`config.mk`:
```
export PLATFORM = sky130hd
export DESIGN_NAME = fme_div
export DESIGN_NICKNAME = d
export VERILOG_FILES = /design/src/rtl/fme_pkg.sv /design/src/rtl/fme_div.sv
export SDC_FILE = /design/constraint.sdc
export NUM_CORES = 1
export LEC_CHECK = 0
export BUFFER_PORTS_ARGS = -buffer_cell sky130_fd_sc_hd__buf_4
export CAP_MARGIN = 20
export CORE_ASPECT_RATIO = 2
export CORE_MARGIN = 3
export CORE_UTILIZATION = 30
export DETAILED_ROUTE_END_ITERATION = 12
export PLACE_DENSITY = 0.49
export SLEW_MARGIN = 20
export SYNTH_ARGS = -nofsm -noshare
export SYNTH_HDL_FRONTEND = slang
export SYNTH_SLANG_ARGS = --single-unit
```
`constraint.sdc`:
```
create_clock -name clk -period 5.1 [get_ports clk]
set_input_delay 0 -clock clk [delete_from_list [all_inputs] [get_ports clk]]
set_output_delay 0 -clock clk [all_outputs]
set_load 0.05 [all_outputs]
```
`src/rtl/fme_pkg.sv`:
```
`timescale 1ns / 1ps
package fme_pkg;
	localparam int MAX_ELEMENTS = 64;
	localparam int COUNT_BITS = 20;
	localparam int IDX_BITS = $clog2(MAX_ELEMENTS);
	localparam int LEN_BITS = IDX_BITS + 1;
	localparam int VAL_BITS = 24;
	localparam int SUM_BITS = 44;
	localparam int DIV_BITS = SUM_BITS + 1;

	typedef enum logic [1:0] {
		OP_SAMPLE = 2'd0,
		OP_RESET = 2'd1,
		OP_PRIOR = 2'd2,
		OP_NONE = 2'd3
	} opcode_t;

	typedef enum logic [1:0] {
		MODE_ADAPT = 2'd0,
		MODE_STATIC = 2'd1,
		MODE_FIXED = 2'd2,
		MODE_OTHER = 2'd3
	} mode_t;

	localparam logic [1:0] REG_MODE = 2'd0;
	localparam logic [1:0] REG_PERSIST = 2'd1;
	localparam logic [1:0] REG_POLE = 2'd2;
	localparam logic [1:0] REG_ELEMS = 2'd3;

	typedef enum logic [3:0] {
		ST_IDLE,
		ST_READ,
		ST_EXEC,
		ST_MUL1,
		ST_MUL2,
		ST_CLR,
		ST_DREAD,
		ST_DLOAD,
		ST_DIV,
		ST_DEMIT,
		ST_OUT
	} state_t;

	function automatic logic signed [VAL_BITS-1:0] sat24(input logic signed [DIV_BITS:0] v);
		logic signed [DIV_BITS:0] hi;
		logic signed [DIV_BITS:0] lo;
		hi = (DIV_BITS+1)'(8388607);
		lo = -(DIV_BITS+1)'(8388608);
		if (v > hi) return VAL_BITS'(8388607);
		if (v < lo) return VAL_BITS'(-8388608);
		return v[VAL_BITS-1:0];
	endfunction
endpackage

```
`src/rtl/fme_div.sv`:
```
`timescale 1ns / 1ps
module fme_div
	import fme_pkg::*;
(
	input logic clk,
	input logic arst_n,
	input logic start,
	input logic [DIV_BITS-1:0] dividend,
	input logic [COUNT_BITS-1:0] divisor,
	output logic busy,
	output logic [DIV_BITS-1:0] quotient
);
	// restoring divide, one quotient bit a cycle
	localparam int CNT_BITS = $clog2(DIV_BITS + 1);
	logic [DIV_BITS-1:0] q_q;
	logic [COUNT_BITS:0] r_q;
	logic [COUNT_BITS-1:0] d_q;
	logic [CNT_BITS-1:0] cnt_q;
	logic [COUNT_BITS+1:0] trial;

	assign trial = {r_q, q_q[DIV_BITS-1]} - {1'b0, 1'b0, d_q};

	always_ff @(posedge clk or negedge arst_n) begin
		if (!arst_n) begin
			cnt_q <= '0;
		end else if (start) begin
			cnt_q <= CNT_BITS'(DIV_BITS);
		end else if (cnt_q != '0) begin
			cnt_q <= cnt_q - 1'b1;
		end
	end

	always_ff @(posedge clk) begin
		if (start) begin
			q_q <= dividend;
			r_q <= '0;
			d_q <= divisor;
		end else if (cnt_q != '0) begin
			if (!trial[COUNT_BITS+1]) begin
				r_q <= trial[COUNT_BITS:0];
				q_q <= {q_q[DIV_BITS-2:0], 1'b1};
			end else begin
				r_q <= {r_q[COUNT_BITS-1:0], q_q[DIV_BITS-1]};
				q_q <= {q_q[DIV_BITS-2:0], 1'b0};
			end
		end
	end

	assign busy = (cnt_q != '0);
	assign quotient = q_q;

	a_start_idle: assert property (@(posedge clk) disable iff (!arst_n) start |-> !busy)
		else $error("divide started while busy");
	a_load: assert property (@(posedge clk) disable iff (!arst_n) start |=> busy)
		else $error("divide not running after start");
	a_count: assert property (@(posedge clk) disable iff (!arst_n)
		(busy && !start) |=> (cnt_q == $past(cnt_q) - 1'b1))
		else $error("divide counter skipped");
endmodule

```
==> results of run 1 <==
[cells in the final DEF (no fill, tap or decap), types with 18 or more instances in the layout]
cell type / instances
sky130_fd_sc_hd__a21oi_1: 20
sky130_fd_sc_hd__buf_4: 117
sky130_fd_sc_hd__dfxtp_1: 21
sky130_fd_sc_hd__dlygate4sd3_1: 67
sky130_fd_sc_hd__edfxtp_1: 65
sky130_fd_sc_hd__ha_1: 21
sky130_fd_sc_hd__inv_1: 27
sky130_fd_sc_hd__mux2_2: 44
sky130_fd_sc_hd__nand2_1: 26
sky130_fd_sc_hd__nand3_1: 21
sky130_fd_sc_hd__nor2_1: 34
sky130_fd_sc_hd__o21ai_0: 18
[metal layers]
| layer | global-route usage, % | up-vias | part of all wire (%) | wire length (um) |
|---|---|---|---|---|
| met2 | 30.2 | 128 | 55 | 7860 |
| met4 | 8.11 | 0 | 3.8 | 544 |
| li1 | - | 2055 | - | - |
| met1 | 16.1 | 1989 | 36 | 5230 |
| met3 | 3.82 | 29 | 5.1 | 737 |
| met5 | 0 | - | 0 | 0 |
[critical path, stage by stage, from the launching register on]
cell	delay, ns
sky130_fd_sc_hd__dfxtp_1	0.48
sky130_fd_sc_hd__ha_1	0.40
sky130_fd_sc_hd__a211o_1	0.34
sky130_fd_sc_hd__a21oi_1	0.15
sky130_fd_sc_hd__o21ai_0	0.09
sky130_fd_sc_hd__a21o_1	0.26
sky130_fd_sc_hd__nor4_4	0.73
sky130_fd_sc_hd__nor2_1	0.32
sky130_fd_sc_hd__o311ai_0	0.39
[cells by family after synthesis]
kind of cell	count (synthesis)	share of synthesized area, %
AO/OA/AOI/OAI	106	14.9
XOR/XNOR	17	2.97
multiplexers	45	10.1
buffers and inverters	54	4.42
flip-flops	92	50.4
AND/OR/NAND/NOR	119	11.6
adder cells (fa/ha/maj)	22	5.65
[timing repair]
action	in CTS	in global routing
setup buffers	0	0
endpoints found under the hold margin	71	0
resized for setup	0	0
hold buffers	67	0
setup endpoints to repair	0	0
[path summary, 6_finish.rpt]
path,from,to,slack [ns],cells after the start
setup / recovery,r_q[13]$_SDFFE_PP0P_,r_q[0]$_SDFFE_PP0P_,1.83,8
hold / removal,start,d_q[17]$_DFFE_PP_,0.13,1
setup reg to reg,r_q[13]$_SDFFE_PP0P_,r_q[0]$_SDFFE_PP0P_,1.83,8
hold reg to reg,r_q[9]$_SDFFE_PP0P_,r_q[10]$_SDFFE_PP0P_,0.51,2
max in group asynchronous,arst_n,cnt_q[0]$_DFFE_PN0P_,4.26,3
min in group asynchronous,arst_n,cnt_q[3]$_DFFE_PN0P_,0.61,3
[report_power, final]
group | switching (mW) | total (mW) | internal, mW | leakage [nW]
clock | 0.282 | 0.634 | 0.352 | 0.130
combinational | 0.607 | 1.01 | 0.401 | 1.83
sequential | 0.0770 | 0.990 | 0.913 | 0.912
[registers in the layout (all words and copies together), names as in the netlist]
register / cells
cnt_q: 6
quotient: 45
r_q: 21
d_q: 20
[per-stage QoR]
| step | util (%) | std cells | hold WS, ns | setup WS [ns] | power [mW] |
|---|---|---|---|---|---|
| after floorplan | - | 455 | -0.296 | 2.25 | 1.68 |
| after global placement | 37.0 | 752 | -0.187 | 1.89 | 1.97 |
| after detailed placement | 37.0 | 752 | -0.185 | 1.79 | 1.97 |
| after CTS | 42.8 | 835 | 0.135 | 1.77 | 2.66 |
| after global routing | 42.8 | 835 | 0.134 | 1.48 | 2.79 |
| final | 42.8 | 835 | 0.130 | 1.83 | 2.63 |
[layout make-up]
cell class | instances | area (um2)
timing repair buffer | 184 | 1550
tap | 204 | 255
clock inverter | 5 | 26.3
sequential | 92 | 2520
fill | 1568 | 9350
inverter | 30 | 113
multi-input combinational | 309 | 2280
clock buffer | 11 | 253
==> flow_metrics.env, run 1 <==
export IMPL_outcome="complete, no violations"
export IMPL_finalMaxSlewViolations=0
export IMPL_avgRoutedWirePerCell_um=17.2
export IMPL_cts_made_buffers=9
export IMPL_netlist_area_leader_share_pct=39.0
export IMPL_period_minus_slack_ns=3.27
export IMPL_yosysUniqueCellTypes=61
export IMPL_grt_pass1_vias=4637
export IMPL_groute_usage_overall_pct=16.0
export IMPL_grt_start_max_net_pins=46
export IMPL_max_clock_freq_mhz=305
export IMPL_final_antenna_net_count=0
export IMPL_report_final_setup_viol=0
export IMPL_pwr_cell_area_nw_per_um2=376
export IMPL_yosys_cell_count_top_type="sky130_fd_sc_hd__edfxtp_1"
export IMPL_synthCells=455
export IMPL_cp_end_kind="register"
export IMPL_synth_top_area_cell="sky130_fd_sc_hd__edfxtp_1"
export IMPL_syn_avg_cell_area_um2=11.0
export IMPL_cp_arrival_ns=3.51
export IMPL_final_nets=716
export IMPL_die_height_um=189
export IMPL_initial_antenna_violation_count=0
export IMPL_netlist_top_cells_count="65 x sky130_fd_sc_hd__edfxtp_1, 44 x sky130_fd_sc_hd__mux2_2, 34 x sky130_fd_sc_hd__nor2_1, 28 x sky130_fd_sc_hd__inv_1, 26 x sky130_fd_sc_hd__nand2_1"
export IMPL_ys_flop_type="sky130_fd_sc_hd__edfxtp_1"
export IMPL_average_via_count_per_standard_cell=5.03
export IMPL_vias=4201
export IMPL_grt_first_pass_wirelength_um=23400
export IMPL_synth_edf_count=65
export IMPL_critical_path_startpoint_type="register"
export IMPL_clock_sink_count=92
export IMPL_overflow=0
export IMPL_worstSkewPairLatency_ns=0.35
export IMPL_synth_yosys_seq_area_share_pct=50.4
export IMPL_layout_area_overhead_vs_synth_pct=39.7
export IMPL_row_count=66
export IMPL_slew_headroom_pct=36.5
export IMPL_synth_warnings=0
export IMPL_gp_congestion=0.829
export IMPL_design_area_um2=7000
export IMPL_fin_tns_setup_ns=0
export IMPL_postSynthNetCount=545
export IMPL_fin_skew_ns=0.00507
export IMPL_floorplan_core_area_um2=16400
export IMPL_buffer_ports_inserted=113
export IMPL_width_of_the_die_um=97.4
export IMPL_cts_tree="yes"
export IMPL_critPathKind="reg2reg"
export IMPL_floorplan_initialDensity_pct=30.6
export IMPL_netlist_top_cells_area="sky130_fd_sc_hd__edfxtp_1 39%, sky130_fd_sc_hd__mux2_2 9.9%, sky130_fd_sc_hd__dfxtp_1 8.4%"
export IMPL_drive_above_1_share_pct=28.7
export IMPL_antenna_diode_count=0
export IMPL_final_hold_violation_count=0
export IMPL_detailedRoute_firstPassIterationCount=4
export IMPL_root_buffer="sky130_fd_sc_hd__clkbuf_16"
export IMPL_post_cts_clock_slew_at_the_launch_and_capture_registers_of_the_worst_setup_and_hold_paths_ns=0.06
export IMPL_ios=114
export IMPL_p_leak_nw=2.87
export IMPL_peakVddDrop_uv=223
export IMPL_hpwl_um=10800
export IMPL_post_route_fraction_of_the_period_consumed_by_the_critical_path_pct=64.2
export IMPL_maxCapViolations=0
export IMPL_ctsLongestPathBuffers=2
export IMPL_detailedRoute_firstIterationViolations=232
export IMPL_htreeDepth=3
export IMPL_placedInstanceArea_um2=6050
export IMPL_hold_class="in2reg"
export IMPL_worst_slew_pin_transition_ns=0.945
export IMPL_yosys_register_bits=92
export IMPL_synth_area_um2=5010
export IMPL_finalWirelength_um=14400
export IMPL_dieArea_um2=18400
export IMPL_critical_path_required_ns=5.33
export IMPL_rsz0062_at_grt="no"
export IMPL_drc=0
export IMPL_critical_path_fanouts_max=20
export IMPL_async_reset_ff_share_pct=6.52
Note: power is estimated with default switching activity, not from simulation.
==> inputs of run 2 (changes only) <==
PLACE_DENSITY = 0.51   (was 0.49)
clock period = 2.8 ns   (was 5.1 ns; I/O delays follow)
==> run 2 against run 1 <==
  * Sequential power grew 83%
  * Sequential share of layout area shrank 1.4 points
  * Routed wire length grew 3.0%
  * Count of clock-buffer cells in the layout shrank 1
  * Register-to-register slack lost 1.7 ns
  * Total power grew 96%
  * Maximum frequency grew 22%
  * Final cell count grew 2.8%
  * Critical path depth grew 1
  * Core utilization grew 1.7 points
  * Worst setup slack lost 1.7 ns
  * Flip-flop and latch count is the same
==> flow_metrics.env, run 2 (synthesis gave the netlist of run 1 again) <==
export IMPL_outcome="complete, no violations"
export IMPL_width_of_the_die_um=97.4
export IMPL_row_count=66
export IMPL_critical_path_fanouts_max=9
export IMPL_intPower_mw=3.31
export IMPL_final_antenna_net_count=0
export IMPL_htreeDepth=3
export IMPL_max_clock_freq_mhz=373
export IMPL_initial_antenna_violation_count=0
export IMPL_floorplan_initialDensity_pct=30.6
export IMPL_avgRoutedWirePerCell_um=17.3
export IMPL_pwr_cell_area_nw_per_um2=709
export IMPL_detailedRoute_firstPassIterationCount=4
export IMPL_crit_path_cell_trace="ha_1, a211o_1, a21oi_2, o21ai_0, a21o_1, o31a_1, buf_6, or4_1, o311ai_1"
export IMPL_placedInstanceArea_um2=6190
export IMPL_clock_sink_count=92
export IMPL_finalWirelength_um=14800
export IMPL_drc=0
export IMPL_design_area_um2=7280
export IMPL_grt_start_max_net_pins=46
export IMPL_rsz0062_at_grt="no"
export IMPL_cts_made_buffers=9
export IMPL_ios=114
export IMPL_gp_congestion=0.828
export IMPL_ctsLongestPathBuffers=2
export IMPL_peakVddDrop_uv=400
export IMPL_groute_usage_overall_pct=16.6
export IMPL_p_leak_nw=3.01
export IMPL_overflow=0
export IMPL_drive_above_1_share_pct=33.8
export IMPL_critical_path_max_stage_delay_ns=0.49
export IMPL_dieArea_um2=18400
export IMPL_floorplan_core_area_um2=16400
export IMPL_cts_tree="yes"
export IMPL_grt_first_pass_wirelength_um=24000
export IMPL_period_minus_slack_ns=2.68
export IMPL_grt_pass1_vias=4648
export IMPL_worstSkewPairLatency_ns=0.35
export IMPL_swShare_pct=35.8
export IMPL_power_frac_seq_pct=35.1
export IMPL_mostFrequentLayoutCells="139 x sky130_fd_sc_hd__buf_4, 67 x sky130_fd_sc_hd__dlygate4sd3_1, 65 x sky130_fd_sc_hd__edfxtp_1, 44 x sky130_fd_sc_hd__mux2_2, 33 x sky130_fd_sc_hd__nor2_1"
export IMPL_cp_slowest_cell="sky130_fd_sc_hd__or4_1"
export IMPL_critical_path_startpoint_type="register"
export IMPL_average_via_count_per_standard_cell=5.05
export IMPL_cp_arrival_ns=2.92
export IMPL_detailedRoute_firstIterationViolations=193
export IMPL_largest_register_ffs=45
export IMPL_layout_area_overhead_vs_synth_pct=45.4
export IMPL_clockPowerShare_pct=25.6
export IMPL_slew_headroom_pct=61.4
export IMPL_critical_path_required_ns=3.04
export IMPL_critPathKind="reg2reg"
export IMPL_die_height_um=189
export IMPL_post_route_fraction_of_the_period_consumed_by_the_critical_path_pct=95.7
export IMPL_final_hold_violation_count=0
export IMPL_finalMaxSlewViolations=0
export IMPL_dp_cells=772
export IMPL_report_final_setup_viol=0
export IMPL_fillerInstances=1542
export IMPL_vias=4336
export IMPL_fin_skew_ns=0.00933
export IMPL_buffer_ports_inserted=113
export IMPL_post_cts_clock_slew_at_the_launch_and_capture_registers_of_the_worst_setup_and_hold_paths_ns=0.06
export IMPL_hpwl_um=11100
export IMPL_cp_end_kind="register"
export IMPL_final_nets=739
export IMPL_maxCapViolations=0
export IMPL_hold_class="in2reg"
export IMPL_comb_power_share_pct=39.3
export IMPL_antenna_diode_count=0
export IMPL_worst_slew_pin_transition_ns=0.580
export IMPL_power_switching_mw=1.85
export IMPL_root_buffer="sky130_fd_sc_hd__clkbuf_16"
export IMPL_mostFrequentLayoutCell="sky130_fd_sc_hd__buf_4"
export IMPL_final_cell_count_no_fill=858
[run 2: critical path: cells and delay by family (launching register included)]
kind / cells / cell delay [ns]
compound gates: 6 / 1.25
simple gates: 1 / 0.49
flops: 1 / 0.35
fa+ha+maj: 1 / 0.31
buf+inv: 1 / 0.17
[run 2: per-layer routing]
metal	track usage, %	vias up	wire [um]	share of wire (%)
met5	0	-	0	0
met4	7.84	0	442	3.0
met3	2.93	23	636	4.3
met2	32.8	129	8480	57
met1	16.2	2066	5240	35
li1	-	2118	-	-
[run 2: layout make-up]
cell class | count | area (um2) | area share (%)
inverter | 30 | 116 | 1.60
sequential | 92 | 2520 | 34.7
clock inverter | 6 | 87.6 | 1.20
tap | 204 | 255 | 3.51
clock buffer | 10 | 229 | 3.14
timing repair buffer | 207 | 1730 | 23.7
multi-input combinational | 309 | 2340 | 32.2
[run 2: path summary, 6_finish.rpt]
| path | from | endpoint | slack, ns | cells after the start |
|---|---|---|---|---|
| worst max-delay path | r_q[13]$_SDFFE_PP0P_ | r_q[0]$_SDFFE_PP0P_ | 0.12 | 9 |
| worst min register to register | r_q[4]$_SDFFE_PP0P_ | r_q[4]$_SDFFE_PP0P_ | 0.52 | 2 |
| worst max register to register | r_q[13]$_SDFFE_PP0P_ | r_q[0]$_SDFFE_PP0P_ | 0.12 | 9 |
| max in group asynchronous | arst_n | cnt_q[2]$_DFFE_PN0P_ | 1.95 | 3 |
| min in group asynchronous | arst_n | cnt_q[1]$_DFFE_PN0P_ | 0.61 | 3 |
| worst min-delay path | start | d_q[15]$_DFFE_PP_ | 0.13 | 1 |
[run 2: power by group through the flow]
stage               logic, mW  registers, mW  clock network, mW
global placement         1.88           1.83                  0
detailed placement       1.88           1.83                  0
CTS                      1.98           1.81               1.36
global route             2.21           1.84               1.41
finish                   2.03           1.81               1.32
floorplan                1.01           2.05                  0
[run 2: per-stage QoR]
stage | hold slack, ns | power, mW | setup slack (ns) | utilization [%] | TNS [ns]
floorplan | -0.296 | 3.06 | -0.0127 | - | -0.0127
detailed placement | -0.185 | 3.71 | 0.0104 | 37.9 | 0
CTS | 0.137 | 5.15 | 0.00197 | 44.0 | 0
global placement | -0.188 | 3.71 | 0.0787 | 37.9 | 0
global route | 0.147 | 5.46 | 0.00307 | 44.5 | 0
finish | 0.133 | 5.16 | 0.122 | 44.5 | 0
[run 2: timing repair]
item                                   4_1_cts  5_1_grt
endpoints found under the hold margin       71        0
setup endpoints to repair                    1       10
hold buffers                                67        0
resized for setup                            3       17
setup buffers                                0        3
pin swaps                                    0        9
==> inputs of run 3 (changes only) <==
CORE_ASPECT_RATIO = 0.8   (was 2)
==> run 3 against run 2 <==
  * First-iteration DRC count increased by 56%
  * Register-to-register slack about the same
  * Maximum frequency decreased by 0.14%
  * Count of clock-buffer cells in the layout decreased by 1
  * Routed wire length decreased by 3.5%
  * Hold slack got worse by 0.029 ns
  * Critical endpoint unchanged
  * Highest routed layer unchanged
==> flow_metrics.env, run 3 (synthesis gave the netlist of run 1 again) <==
export IMPL_drive_above_1_share_pct=34.3
export IMPL_final_nets=752
export IMPL_root_buffer="sky130_fd_sc_hd__clkbuf_16"
export IMPL_final_antenna_net_count=0
export IMPL_mostFrequentLayoutCells="153 x sky130_fd_sc_hd__buf_4, 67 x sky130_fd_sc_hd__dlygate4sd3_1, 65 x sky130_fd_sc_hd__edfxtp_1, 44 x sky130_fd_sc_hd__mux2_2, 33 x sky130_fd_sc_hd__nor2_1"
export IMPL_fillerInstances=1476
export IMPL_worst_slew_pin_transition_ns=0.616
export IMPL_cp_end_kind="register"
export IMPL_fin_skew_ns=0.00931
export IMPL_floorplan_core_area_um2=16100
export IMPL_max_clock_freq_mhz=373
export IMPL_vias=4394
export IMPL_detailedRoute_firstIterationViolations=302
export IMPL_ctsLongestPathBuffers=2
export IMPL_pwr_cell_area_nw_per_um2=689
export IMPL_hold_class="in2reg"
export IMPL_post_route_fraction_of_the_period_consumed_by_the_critical_path_pct=95.8
export IMPL_rsz0062_at_grt="yes"
export IMPL_finalMaxSlewViolations=0
export IMPL_maxCapViolations=0
export IMPL_critical_path_fanouts_max=12
export IMPL_largest_register_ffs=45
export IMPL_cp_slowest_cell="sky130_fd_sc_hd__or4_1"
export IMPL_regArea_um2=2520
export IMPL_gp_congestion=0.839
export IMPL_timing_rr_start="d_q[14]$_DFFE_PP_"
export IMPL_finalWirelength_um=14300
export IMPL_outcome="complete, no violations"
export IMPL_grt_start_max_net_pins=48
export IMPL_avgRoutedWirePerCell_um=16.2
export IMPL_hold_slack_ns=0.104
export IMPL_die_height_um=122
export IMPL_worstSkewPairLatency_ns=0.35
export IMPL_buffer_ports_inserted=113
export IMPL_antenna_diode_count=0
export IMPL_slew_headroom_pct=58.9
export IMPL_drc=0
export IMPL_cell_depth_of_the_worst_flop_to_flop_path=10
export IMPL_floorplan_initialDensity_pct=31.2
export IMPL_groute_usage_overall_pct=15.8
export IMPL_post_cts_clock_slew_at_the_launch_and_capture_registers_of_the_worst_setup_and_hold_paths_ns=0.07
export IMPL_cp_arrival_ns=2.92
export IMPL_row_count=41
export IMPL_final_hold_violation_count=0
export IMPL_area_used_by_multi_input_combinational_logic_um2=2310
export IMPL_width_of_the_die_um=150
export IMPL_holdCritStartpoint="start"
export IMPL_period_minus_slack_ns=2.68
export IMPL_p_leak_nw=3.06
export IMPL_fin_tns_setup_ns=0
export IMPL_whs_path_depth=1
export IMPL_critPathKind="reg2reg"
export IMPL_rr_endpoint="r_q[0]$_SDFFE_PP0P_"
export IMPL_flop_to_flop_setup_slack_ns=0.12
export IMPL_crit_path_cell_trace="inv_1, ha_1, a211o_1, a21oi_2, o21ai_0, a21o_1, o31a_1, buf_4, or4_1, o311ai_0"
export IMPL_initial_antenna_violation_count=0
export IMPL_layout_area_overhead_vs_synth_pct=46.4
export IMPL_timing_hold_worst_endpoint="d_q[8]$_DFFE_PP_"
export IMPL_clock_sink_count=92
export IMPL_detailedRoute_firstPassIterationCount=5
export IMPL_cts_made_buffers=9
export IMPL_htreeDepth=3
export IMPL_worstPathBufferInverterCount=2
export IMPL_overflow=0
export IMPL_cts_tree="yes"
export IMPL_peakVddDrop_uv=288
export IMPL_report_final_setup_viol=0
export IMPL_hpwl_um=10100
export IMPL_grt_pass1_vias=4256
export IMPL_ios=114
export IMPL_dieArea_um2=18300
export IMPL_cp_num_cells=10
export IMPL_postLayoutCoreUtil_pct=45.7
export IMPL_critical_path_startpoint_type="register"
export IMPL_mostFrequentLayoutCell="sky130_fd_sc_hd__buf_4"
export IMPL_worst_path_dominant_cell_family="compound AO/OA/AOI/OAI gates"
export IMPL_critical_path_required_ns=3.04
export IMPL_average_via_count_per_standard_cell=4.98
export IMPL_grt_first_pass_wirelength_um=22400
export IMPL_critical_path_max_stage_delay_ns=0.51
run 3: cell types whose count changed in the layout (fill, tap and decap cells not counted), sizes merged:
cell,before,now
clkbuf,10,9
clkinvlp,1,2
clkinv,4,2
bufinv,2,0
inv,29,33
buf,140,153
run 3: through the flow:
stage / instances / power, mW / setup slack [ns] / instance area [um2]
6_report: 882 / 5.05 / 0.118 / 7330
3_5_place_dp: 794 / 3.70 / -0.0203 / 6290
3_3_place_gp: 794 / 3.69 / -0.000108 / 6290
5_1_grt: 882 / 5.34 / -0.0340 / 7330
2_1_floorplan: 455 / 3.06 / -0.0127 / 5010
4_1_cts: 878 / 5.04 / 0.0443 / 7270
run 3: power by group:
group | leakage [nW] | switching, mW | internal [mW] | total [mW]
clock | 0.141 | 0.596 | 0.627 | 1.22
combinational | 2.00 | 1.14 | 0.892 | 2.03
sequential | 0.912 | 0.140 | 1.66 | 1.80
total | 3.06 | 1.87 | 3.18 | 5.05
run 3: what timing repair did:
item,in CTS,in global routing
resized for setup,2,6
setup endpoints to repair,7,17
buffers inserted,1,4
hold buffers,67,0
hold endpoints to repair,71,0
pin swaps,2,6
run 3: routing by layer:
metal,routed length (um),vias up,GRT usage (%)
li1,-,2133,-
met1,6580,2109,20.9
met2,6710,128,25.3
met3,656,24,3.83
met4,340,0,5.60
met5,0,-,0
run 3: final cells by class:
type | count | share of cell area [%]
timing repair buffer | 220 | 24.8
inverter | 30 | 1.59
clock inverter | 7 | 0.888
multi-input combinational | 309 | 31.6
clock buffer | 9 | 3.07
tap | 215 | 3.67
sequential | 92 | 34.4
run 3: how the worst max path moves through the flow:
stage,startpoint,slack (ns),to
5_1_grt,d_q[12]$_DFFE_PP_,-0.03,quotient[0]$_DFFE_PP_
3_5_place_dp,d_q[7]$_DFFE_PP_,-0.02,r_q[1]$_SDFFE_PP0P_
4_1_cts,quotient[44]$_DFFE_PP_,0.04,r_q[18]$_SDFFE_PP0P_
2_1_floorplan,quotient[44]$_DFFE_PP_,-0.01,r_q[18]$_SDFFE_PP0P_
6_report,d_q[14]$_DFFE_PP_,0.12,r_q[0]$_SDFFE_PP0P_
3_3_place_gp,d_q[7]$_DFFE_PP_,-0.0001,r_q[1]$_SDFFE_PP0P_
